===== config.mk =====
export PLATFORM = sky130hd
export DESIGN_NAME = bpl_ctrl
export DESIGN_NICKNAME = d
export VERILOG_FILES = /design/src/rtl/bpl_pkg.sv /design/src/rtl/bpl_ctrl.sv
export SDC_FILE = /design/constraint.sdc
export NUM_CORES = 1
export LEC_CHECK = 0
export BUFFER_PORTS_ARGS = -buffer_cell sky130_fd_sc_hd__buf_2
export CAP_MARGIN = 15
export CORE_AREA = 8 8 45 47
export DETAILED_ROUTE_END_ITERATION = 7
export DIE_AREA = 0 0 53 55
export HOLD_SLACK_MARGIN = 0.08
export PLACE_DENSITY = 0.41
export SLEW_MARGIN = 20
export SYNTH_ARGS = -nofsm -noshare
export SYNTH_HDL_FRONTEND = slang
export SYNTH_SLANG_ARGS = --single-unit

===== constraint.sdc =====
create_clock -name i_clk -period 1.01 [get_ports i_clk]
set_input_delay 0.101 -clock i_clk [delete_from_list [all_inputs] [get_ports i_clk]]
set_output_delay 0.101 -clock i_clk [all_outputs]
set_load 0.01 [all_outputs]

===== src/rtl/bpl_pkg.sv =====
package bpl_pkg;

    localparam int MAX_ENTRIES = 16;
    localparam int IDX_W       = (MAX_ENTRIES > 1) ? $clog2(MAX_ENTRIES) : 1;
    localparam int CNT_W       = $clog2(MAX_ENTRIES + 1);
    localparam int SCORE_W     = 33;
    localparam int SUM_W       = 20;
    localparam int CONF_W      = 16;
    localparam int GRP         = 4;
    localparam int NUM_GRP     = (MAX_ENTRIES + GRP - 1) / GRP;
    localparam int PSUM_W      = CONF_W + $clog2(GRP);
    localparam int PADDR_W     = 3;

    localparam logic [15:0] Q_ONE     = 16'd32768;
    localparam logic [4:0]  CAP_RESET = 5'd16;

    localparam logic MODE_SUBMIT = 1'b0;
    localparam logic MODE_CLEAR  = 1'b1;

    localparam logic [PADDR_W-3:0] REG_CAPACITY = '0;

    typedef struct packed {
        logic        mode;
        logic [31:0] item_key;
        logic [31:0] item_time;
        logic [15:0] salience;
        logic [15:0] confidence;
        logic        inhibited;
    } t_req;

    typedef struct packed {
        logic        accepted;
        logic        retained;
        logic [4:0]  entry_count;
        logic [4:0]  admitted_count;
        logic [4:0]  inhibited_count;
        logic [19:0] confidence_sum;
        logic [31:0] top_key;
        logic        top_valid;
    } t_rsp;

    typedef struct packed {
        logic load;
        logic score;
        logic insert;
        logic sum;
        logic emit;
    } t_cmd;

    typedef struct packed {
        logic out_free;
    } t_sts;

endpackage


===== src/rtl/bpl_ctrl.sv =====
module bpl_ctrl
    import bpl_pkg::*;
(
    input  logic i_clk,
    input  logic i_rst_n,
    input  logic i_req_valid,
    output logic o_req_ready,
    input  t_sts i_sts,
    output t_cmd o_cmd
);

    localparam logic [2:0] S_IDLE   = 3'd0;
    localparam logic [2:0] S_SCORE  = 3'd1;
    localparam logic [2:0] S_INSERT = 3'd2;
    localparam logic [2:0] S_SUM    = 3'd3;
    localparam logic [2:0] S_DONE   = 3'd4;

    logic [2:0] r_state;
    logic [2:0] n_state;

    always_comb begin
        n_state     = r_state;
        o_req_ready = 1'b0;
        o_cmd       = '0;
        case (r_state)
            S_IDLE: begin
                o_req_ready = 1'b1;
                if (i_req_valid) begin
                    o_cmd.load = 1'b1;
                    n_state    = S_SCORE;
                end
            end
            S_SCORE: begin
                o_cmd.score = 1'b1;
                n_state     = S_INSERT;
            end
            S_INSERT: begin
                o_cmd.insert = 1'b1;
                n_state      = S_SUM;
            end
            S_SUM: begin
                o_cmd.sum = 1'b1;
                n_state   = S_DONE;
            end
            S_DONE: begin
                // hold the result until the output register frees, then take the next request
                if (i_sts.out_free) begin
                    o_cmd.emit  = 1'b1;
                    o_req_ready = 1'b1;
                    if (i_req_valid) begin
                        o_cmd.load = 1'b1;
                        n_state    = S_SCORE;
                    end else begin
                        n_state = S_IDLE;
                    end
                end
            end
            default: begin
                n_state = S_IDLE;
            end
        endcase
    end

    always_ff @(posedge i_clk) begin
        if (!i_rst_n) begin
            r_state <= S_IDLE;
        end else begin
            r_state <= n_state;
        end
    end

`ifndef ASSERT_OFF
    a_load_then_score: assert property (@(posedge i_clk) disable iff (!i_rst_n)
        o_cmd.load |=> o_cmd.score)
        else $error("load not followed by score");

    a_insert_then_sum: assert property (@(posedge i_clk) disable iff (!i_rst_n)
        o_cmd.insert |=> o_cmd.sum)
        else $error("insert not followed by sum");

    a_done_holds: assert property (@(posedge i_clk) disable iff (!i_rst_n)
        (r_state == S_DONE && !i_sts.out_free) |=> (r_state == S_DONE && !$past(o_cmd.emit)))
        else $error("result left while output register busy");
`endif

endmodule


==> reports/results.tsv, run 1 <==
stage	metric	value	unit
run_status	status	finished with violations	
run_status	violations	setup timing	
timing	setup_viol	7	
clock_network	numClockSinks	3	
synth	synth.area.top_cells	dfxtp_1, and3b_1, a2111oi_2	
worst_hold_path	hold_path_class	in2reg	
setup_path	startpoint	r_state[2]	
placement	port_buffers	9	
floorplanning	core_area	0.00138	mm^2
final_layout	drive_above_1_share	73.0	%
timing	slew-limit-headroom	81.3	%
worst_hold_path	min_path_cells	2	
final_layout	largest_register_ffs	3	
clock_network	root_buffer	clkbuf_4	
worst_hold_path	hold_start	i_rst_n	
floorplanning	start_util	14.4	%
setup_path	critPathBufInv	1	
route	routed-via-count	208	
timing	hold_viol	0	
job	drv_cap	0	
final_layout	nNetsFinal	42	
timing	tightest_slew	0.277	ns
synth	synth.top_cell.area_share	30.2	%
setup_path	worst_path_max_delay_cell	dfxtp_2	
synth	ys_top_cells_by_count	dfxtp_1, and3b_1, nor2_1, nor3_1, nor3b_1	
synth	synth.most_common_cell	dfxtp_1	
synth	yosys_warnings	0	
power	power_leakage	0.168	nW
clock_network	cts_max_level	1	
timing	skew	0.00123	ns
setup_path	cp_cell_sequence	nor2b_4 > and3b_1 > buf_2	
power	seq_power_share	29.3	%
setup_path	slowest_delay	0.34	ns
synth	syn_area_per_cell	9.47	um^2
power	ir_worst_vdd	0.000452	V
final_layout	syn2layout_area_growth	80.5	%
clock_network	cts_tree	built	
timing	final.min_clock_period	1.13	ns
synth	synth_cells	21	
grt	grt_usage	4.70	%
final_layout	stdcell_count	53	
grt	gr-total-overflow	0	
setup_path	end_kind	output pin	
placement	gp_congestion	0.663	
power	p_int	0.367	mW
route	ant_nets	0	
power	p_sw_share	29.6	%
floorplanning	die_height	55	um
floorplanning	num_rows	14	
setup_path	critPathArrivalTime	1.03	ns
final_layout	top_regs	r_state: 3 flops	
synth	synth-seq-area-share	30.2	%
clock_network	numCtsBuffers	3	
clock_network	path_clk_slew	0.04	ns
grt	grt_pass1_vias	219	
final_layout	final_util	25.9	%
synth	synth_cell_types	15	
grt	antenna_found_initial	0	
setup_path	r2r.worst_path.cells	3	
timing	slew_viol_final	0	
setup_path	r2r-start	r_state[1]	
final_layout	final-seq-area	68.8	um^2
clock_network	clock_latency	0.24	ns
power	clkPwrFrac	41.3	%
route	drc_errors	0	
setup_path	cpLargestDelayFamily	flip-flops	
power	power_density	1450	mW/mm^2
synth	ys_ff_latch	3	
grt	grt_max_degree	9	
setup_path	rrSetupSlack	-0.06	ns
final_layout	regMostFlops	r_state	
route	wl	623	um
final_layout	multi_input_area	154	um^2
route	vias_per_cell	3.92	
grt	grt_pass1_wl	952	um
synth	yosys.area.top_type	dfxtp_1	
final_layout	fillers	150	
synth	synth-async-reset-ratio	0	%
worst_hold_path	holdPathEnd	r_state[2]	
setup_path	cp.required	0.91	ns
synth	syn_area	199	um^2
power	comb_power_share	29.3	%
route	wl_per_cell	11.8	um
clock_network	clockBufferDepth	2	
final_layout	diodes	0	
clock_network	hold_buffers	0	
route	drtIter0Drc	1	
synth	synth_ff_type	dfxtp_1	
placement	dp_cells	46	
placement	hpwl	408	um
floorplanning	ios	10	
timing	setup_ws	-0.119	ns
timing	hold_slack	0.0890	ns
synth	syn-num-nets	25	
timing	max_freq	886	MHz
timing	post-route-period-util	112	%
setup_path	critical_path_class	reg2out	
route	dr.pass1.iters	2	
placement	pre_cts_ws	0.0234	ns
floorplanning	fp.dieArea	0.00292	mm^2
setup_path	start_kind	flop	
synth	synth-edff-count	0	
setup_path	worstReg2RegEnd	r_state[0]	
floorplanning	die_w	53	um
power	switching_power	0.155	mW
setup_path	crit_fanout	4	
timing	rsz0062_at_grt	true	
[metal layers]
metal,vias up,track usage [%],routed length [um]
li1,105,-,-
met1,91,5.77,290
met2,12,5.08,228
met3,0,5.08,104
met4,0,1.29,0
met5,-,0,0
[power by group through the flow]
stage / Sequential (mW) / Combinational (mW) / Clock, mW
2_1_floorplan: 0.136 / 0.0915 / 0
3_3_place_gp: 0.151 / 0.110 / 0
3_5_place_dp: 0.153 / 0.108 / 0
4_1_cts: 0.153 / 0.129 / 0.220
5_1_grt: 0.156 / 0.164 / 0.239
6_report: 0.153 / 0.153 / 0.216
[area by class of cell]
class	instances	area share, %
Clock buffer	4	7.32
Inverter	1	1.05
Multi-Input combinational cell	15	42.9
Sequential cell	3	19.2
Tap cell	16	5.57
Timing Repair Buffer	14	24.0
[worst reg2reg max path: cells and delay by family, from the launching register on]
kind | cells | cell delay [ns]
AO/OA/AOI/OAI | 1 | 0.32
buffers and inverters | 1 | 0.14
flip-flops | 1 | 0.36
AND/OR/NAND/NOR | 1 | 0.14
[cell families after synthesis]
logic type             count (synthesis)  share of synthesized area, %
flip-flops                             3                          30.2
AO/OA/AOI/OAI                          2                          11.3
XOR/XNOR                               1                          4.40
buffers and inverters                  3                          11.3
AND/OR/NAND/NOR                       12                          42.8
[stage by stage]
| stage | TNS (ns) | instance area (um^2) | total power [mW] |
|---|---|---|---|
| 2_1_floorplan | 0 | 199 | 0.227 |
| 3_3_place_gp | 0 | 260 | 0.261 |
| 3_5_place_dp | 0 | 260 | 0.261 |
| 4_1_cts | -0.600 | 328 | 0.502 |
| 5_1_grt | -0.950 | 359 | 0.559 |
| 6_report | -0.567 | 359 | 0.522 |
[how the worst max path moves through the flow]
stage / end / depth (start not counted)
after floorplan: r_state[0] / 3
after global placement: o_cmd[0] / 3
after detailed placement: o_cmd[0] / 3
after CTS: o_cmd[4] / 3
after global routing: o_cmd[3] / 3
final: o_cmd[4] / 3
[layout by cell type, fill, tap and decap left out, types with 2 or more instances in the layout]
| cell | instances |
|---|---|
| dfxtp_4 | 2 |
| buf_2 | 9 |
| nor3b_2 | 2 |
| buf_4 | 4 |
| clkbuf_4 | 3 |
| and3b_1 | 2 |
[repair_timing]
item / CTS / global route
gates resized for setup: 11 / 2
pin swaps: 3 / 1
buffers inserted: 1 / 2
endpoints found under the hold margin: 0 / 0
endpoints found under the setup margin: 6 / 7
Power figures use the tool's default switching activity.
==> run 2, diff against run 1 <==
--- a/config.mk
+++ b/config.mk
@@ -11,8 +11,7 @@
 export DETAILED_ROUTE_END_ITERATION = 7
 export DIE_AREA = 0 0 53 55
 export HOLD_SLACK_MARGIN = 0.08
-export PLACE_DENSITY = 0.41
-export SLEW_MARGIN = 20
+export PLACE_DENSITY = 0.4
 export SYNTH_ARGS = -nofsm -noshare
 export SYNTH_HDL_FRONTEND = slang
 export SYNTH_SLANG_ARGS = --single-unit
==> constraint.sdc (replaced) <==
create_clock -name i_clk -period 1.2 [get_ports i_clk]
set_input_delay 0.12 -clock i_clk [delete_from_list [all_inputs] [get_ports i_clk]]
set_output_delay 0.12 -clock i_clk [all_outputs]
set_load 0.01 [all_outputs]
==> reports/results.tsv, run 2 (synthesized netlist as in run 1, its figures left out) <==
stage	metric	value	unit
setup_path	start_kind	flop	
clock_network	root_buffer	clkbuf_4	
setup_path	worst_path_max_delay_cell	dfxtp_4	
route	wl	519	um
placement	pre_cts_ws	0.138	ns
route	dr.pass1.iters	4	
clock_network	cts_tree	built	
clock_network	clockBufferDepth	2	
final_layout	diodes	0	
grt	grt_pass1_vias	199	
final_layout	top_regs	r_state: 3 flops	
final_layout	syn2layout_area_growth	46.5	%
placement	gp_congestion	0.621	
setup_path	critical_path_class	reg2out	
placement	dp_cells	44	
timing	tightest_slew	0.313	ns
placement	hpwl	395	um
placement	port_buffers	9	
floorplanning	die_height	55	um
setup_path	cpLargestDelayFamily	flip-flops	
timing	post-route-period-util	98.0	%
setup_path	end_kind	output pin	
timing	setup_viol	0	
route	vias_per_cell	4.00	
route	ant_nets	0	
setup_path	r2r-start	r_state[1]	
setup_path	slowest_delay	0.37	ns
route	drtIter0Drc	1	
clock_network	numClockSinks	3	
clock_network	path_clk_slew	0.04	ns
final_layout	drive_above_1_share	56.3	%
grt	grt_use_met1	5.30	%
grt	grt_max_degree	10	
power	power	0.394	mW
final_layout	mostFrequentLayoutCells	buf_2, clkbuf_4	
timing	slew_viol_final	0	
grt	grt_usage	4.37	%
timing	fin_tns_setup	0	ns
power	ir_worst_vdd	0.000302	V
grt	gr-total-overflow	0	
final_layout	regMostFlops	r_state	
timing	max_freq	850	MHz
power	power_density	1350	mW/mm^2
route	drc_errors	0	
setup_path	critPathBufInv	1	
timing	rsz0062_at_grt	true	
setup_path	critPathArrivalTime	1.06	ns
grt	grt.met3_usage	4.55	%
clock_network	hold_buffers	0	
final_layout	largest_register_ffs	3	
final_layout	final_common_cell	buf_2	
route	routed-via-count	192	
route	wl_per_cell	10.8	um
timing	slew-limit-headroom	78.8	%
grt	grt_use_met2	3.71	%
setup_path	crit_fanout	8	
grt	antenna_found_initial	0	
final_layout	nNetsFinal	37	
timing	hold_viol	0	
timing	final.min_clock_period	1.18	ns
setup_path	startpoint	r_state[2]	
power	power_leakage	0.131	nW
floorplanning	start_util	14.4	%
floorplanning	ios	10	
clock_network	clock_latency	0.23	ns
grt	grt_pass1_wl	862	um
run_status	status	finished clean	
clock_network	cts_max_level	1	
worst_hold_path	hold_start	i_rst_n	
job	drv_cap	0	
worst_hold_path	hold_path_class	in2reg	
floorplanning	fp.dieArea	0.00292	mm^2
setup_path	cp_cell_sequence	nor2b_4 > and3b_1 > buf_6	
floorplanning	num_rows	14	
floorplanning	die_w	53	um
final_layout	stdcell_count	48	
setup_path	rrSetupSlack	0.27	ns
clock_network	numCtsBuffers	3	
timing	skew	0.00524	ns
timing	setup_ws	0.0237	ns
floorplanning	core_area	0.00138	mm^2
grt	grt-busiest-layer	met1	
final_layout	final_util	21.1	%
setup_path	cp.required	1.08	ns
## run 2: layout make-up
| class | count | area [um^2] |
|---|---|---|
| fill | 154 | 1090 |
| clock buffer | 4 | 26.3 |
| timing repair buffer | 9 | 51.3 |
| inverter | 1 | 3.75 |
| tap | 16 | 20.0 |
| sequential | 3 | 66.3 |
| multi-input combinational | 15 | 124 |
## run 2: worst paths after layout
| check | to | cells past startpoint |
|---|---|---|
| setup reg to reg | r_state[0] | 2 |
| hold / removal | r_state[2] | 2 |
| hold reg to reg | r_state[1] | 1 |
| setup / recovery | o_cmd[4] | 3 |
## run 2: through the flow
stage,instance area [um^2],hold slack [ns]
final,292,0.120
after global routing,292,0.127
after CTS,285,0.116
after detailed placement,245,0.356
after global placement,245,0.337
after floorplan,199,0.238
## run 2: power breakdown
part / switching, mW / total, mW / internal (mW)
Combinational: 0.0397 / 0.0893 / 0.0496
Clock: 0.0510 / 0.176 / 0.125
Sequential: 0.0194 / 0.129 / 0.109
Total: 0.110 / 0.394 / 0.284
## run 2: worst register-to-register path: stages (launching register included)
cell and delay (ns):
dfxtp_2 0.35, nand2b_4 0.15, a2111oi_2 0.32
## run 2: timing repair
action | 4_1_cts | 5_1_grt
buffers inserted | 0 | 0
resized for setup | 6 | 1
endpoints found under the setup margin | 5 | 1
## run 2: routing by layer
layer  share of wire, %  vias up
met5                  0        -
met4                1.2        0
met3                 14        2
met2                 32       12
met1                 53       82
li1                   -       96
==> run 3, diff against run 2 <==
--- a/config.mk
+++ b/config.mk
@@ -5,6 +5,7 @@
 export SDC_FILE = /design/constraint.sdc
 export NUM_CORES = 1
 export LEC_CHECK = 0
+export ABC_CLOCK_PERIOD_IN_PS = 1470
 export BUFFER_PORTS_ARGS = -buffer_cell sky130_fd_sc_hd__buf_2
 export CAP_MARGIN = 15
 export CORE_AREA = 8 8 45 47
==> constraint.sdc (replaced) <==
create_clock -name i_clk -period 1.47 [get_ports i_clk]
set_input_delay 0.294 -clock i_clk [delete_from_list [all_inputs] [get_ports i_clk]]
set_output_delay 0.294 -clock i_clk [all_outputs]
set_load 0.01 [all_outputs]
==> reports/results.tsv, run 3 (synthesized netlist as in run 1, its figures left out) <==
stage	metric	value	unit
clock_network	cts_tree	built	
grt	grt_max_degree	10	
job	drv_cap	0	
route	routed-via-count	191	
grt	grt_usage	4.31	%
timing	final.min_clock_period	1.37	ns
setup_path	critPathArrivalTime	1.08	ns
route	ant_nets	0	
floorplanning	num_rows	14	
route	drc_errors	0	
timing	rsz0062_at_grt	false	
clock_network	clock_latency	0.23	ns
route	drtIter0Drc	1	
clock_network	numCtsBuffers	3	
final_layout	final_util	20.1	%
timing	post-route-period-util	93.2	%
final_layout	regMostFlops	r_state	
timing	max_freq	730	MHz
power	ir_worst_vdd	0.000249	V
clock_network	clockBufferDepth	2	
final_layout	multi_input_area	116	um^2
setup_path	worst_path_max_delay_cell	dfxtp_4	
timing	slew_viol_final	0	
grt	grt_pass1_vias	188	
clock_network	hold_buffers	0	
timing	setup_viol	0	
setup_path	critPathBufInv	1	
route	wl_per_cell	10.4	um
setup_path	critical_path_class	reg2out	
route	dr.pass1.iters	4	
placement	port_buffers	9	
final_layout	nNetsFinal	37	
clock_network	cts_max_level	1	
worst_hold_path	hold_path_class	in2reg	
grt	gr-total-overflow	0	
final_layout	diodes	0	
setup_path	crit_fanout	8	
floorplanning	start_util	14.4	%
timing	fin_tns_setup	0	ns
floorplanning	core_area	0.00138	mm^2
final_layout	top_regs	r_state: 3 flops	
route	vias_per_cell	3.98	
setup_path	cpLargestDelayFamily	flip-flops	
timing	hold_viol	0	
placement	hpwl	395	um
floorplanning	die_height	55	um
final_layout	final_common_cell	buf_2	
route	wl	501	um
setup_path	start_kind	flop	
setup_path	cp_cell_sequence	nor2b_1 > and3b_1 > buf_2	
final_layout	final-seq-area	66.3	um^2
placement	gp_congestion	0.621	
floorplanning	fp.dieArea	0.00292	mm^2
run_status	status	finished clean	
final_layout	drive_above_1_share	53.1	%
setup_path	end_kind	output pin	
setup_path	cp.required	1.18	ns
final_layout	syn2layout_area_growth	39.6	%
final_layout	mostFrequentLayoutCells	buf_2, clkbuf_4	
timing	tightest_slew	0.330	ns
final_layout	fillers	156	
clock_network	numClockSinks	3	
floorplanning	ios	10	
grt	grt_pass1_wl	848	um
power	power_leakage	0.129	nW
clock_network	path_clk_slew	0.04	ns
timing	slew-limit-headroom	77.7	%
final_layout	largest_register_ffs	3	
timing	skew	0.00510	ns
grt	antenna_found_initial	0	
clock_network	root_buffer	clkbuf_4	
floorplanning	die_w	53	um
power	power_density	1130	mW/mm^2
setup_path	slowest_delay	0.37	ns
[run 3: cell types whose count changed in the layout (fill, tap and decap cells not counted)]
cell     previous run  this run
buf_2               8         9
nor2b_4             1         0
buf_6               1         0
nor2b_1             0         1
[run 3: final timing paths]
kind         cells past startpoint          to       start  slack, ns
max                              3    o_cmd[4]  r_state[2]       0.10
min                              2  r_state[2]     i_rst_n       0.30
max reg2reg                      2  r_state[2]  r_state[0]       0.53
min reg2reg                      1  r_state[1]  r_state[2]       0.48
[run 3: power breakdown]
group          internal, mW  leakage (nW)  total, mW  switching (mW)
logic                0.0360        0.0883     0.0662          0.0302
clock network         0.102        0.0150      0.143          0.0415
registers            0.0894        0.0261      0.105          0.0157
total                 0.227         0.129      0.314          0.0874
[run 3: cell type report]
cell class	count	share of cell area, %
Clock buffer	4	9.46
Inverter	1	1.35
Multi-Input combinational cell	15	41.9
Sequential cell	3	23.9
Tap cell	16	7.21
Timing Repair Buffer	9	16.2
[run 3: metal layers]
| metal | wire length [um] | share of wire, % | vias up | global-route usage, % |
|---|---|---|---|---|
| li1 | - | - | 96 | - |
| met1 | 272 | 54 | 79 | 5.45 |
| met2 | 144 | 29 | 14 | 3.32 |
| met3 | 79 | 16 | 2 | 4.55 |
| met4 | 6 | 1.2 | 0 | 3.88 |
| met5 | 0 | 0 | - | 0 |
[run 3: repair_timing]
item                                    in CTS  in global routing
gates resized for setup                      1                  3
setup buffers                                0                  0
pin swaps                                    0                  0
endpoints found under the setup margin       1                  2
[run 3: stage by stage]
step	total power [mW]	std cells	hold slack, ns	setup WS, ns	cell area [um^2]
CTS	0.324	48	0.290	0.0473	273
global route	0.337	48	0.302	0.0277	278
global placement	0.172	44	0.511	0.236	245
finish	0.314	48	0.296	0.100	278
detailed placement	0.173	44	0.530	0.234	245
floorplan	0.156	21	0.412	0.402	199
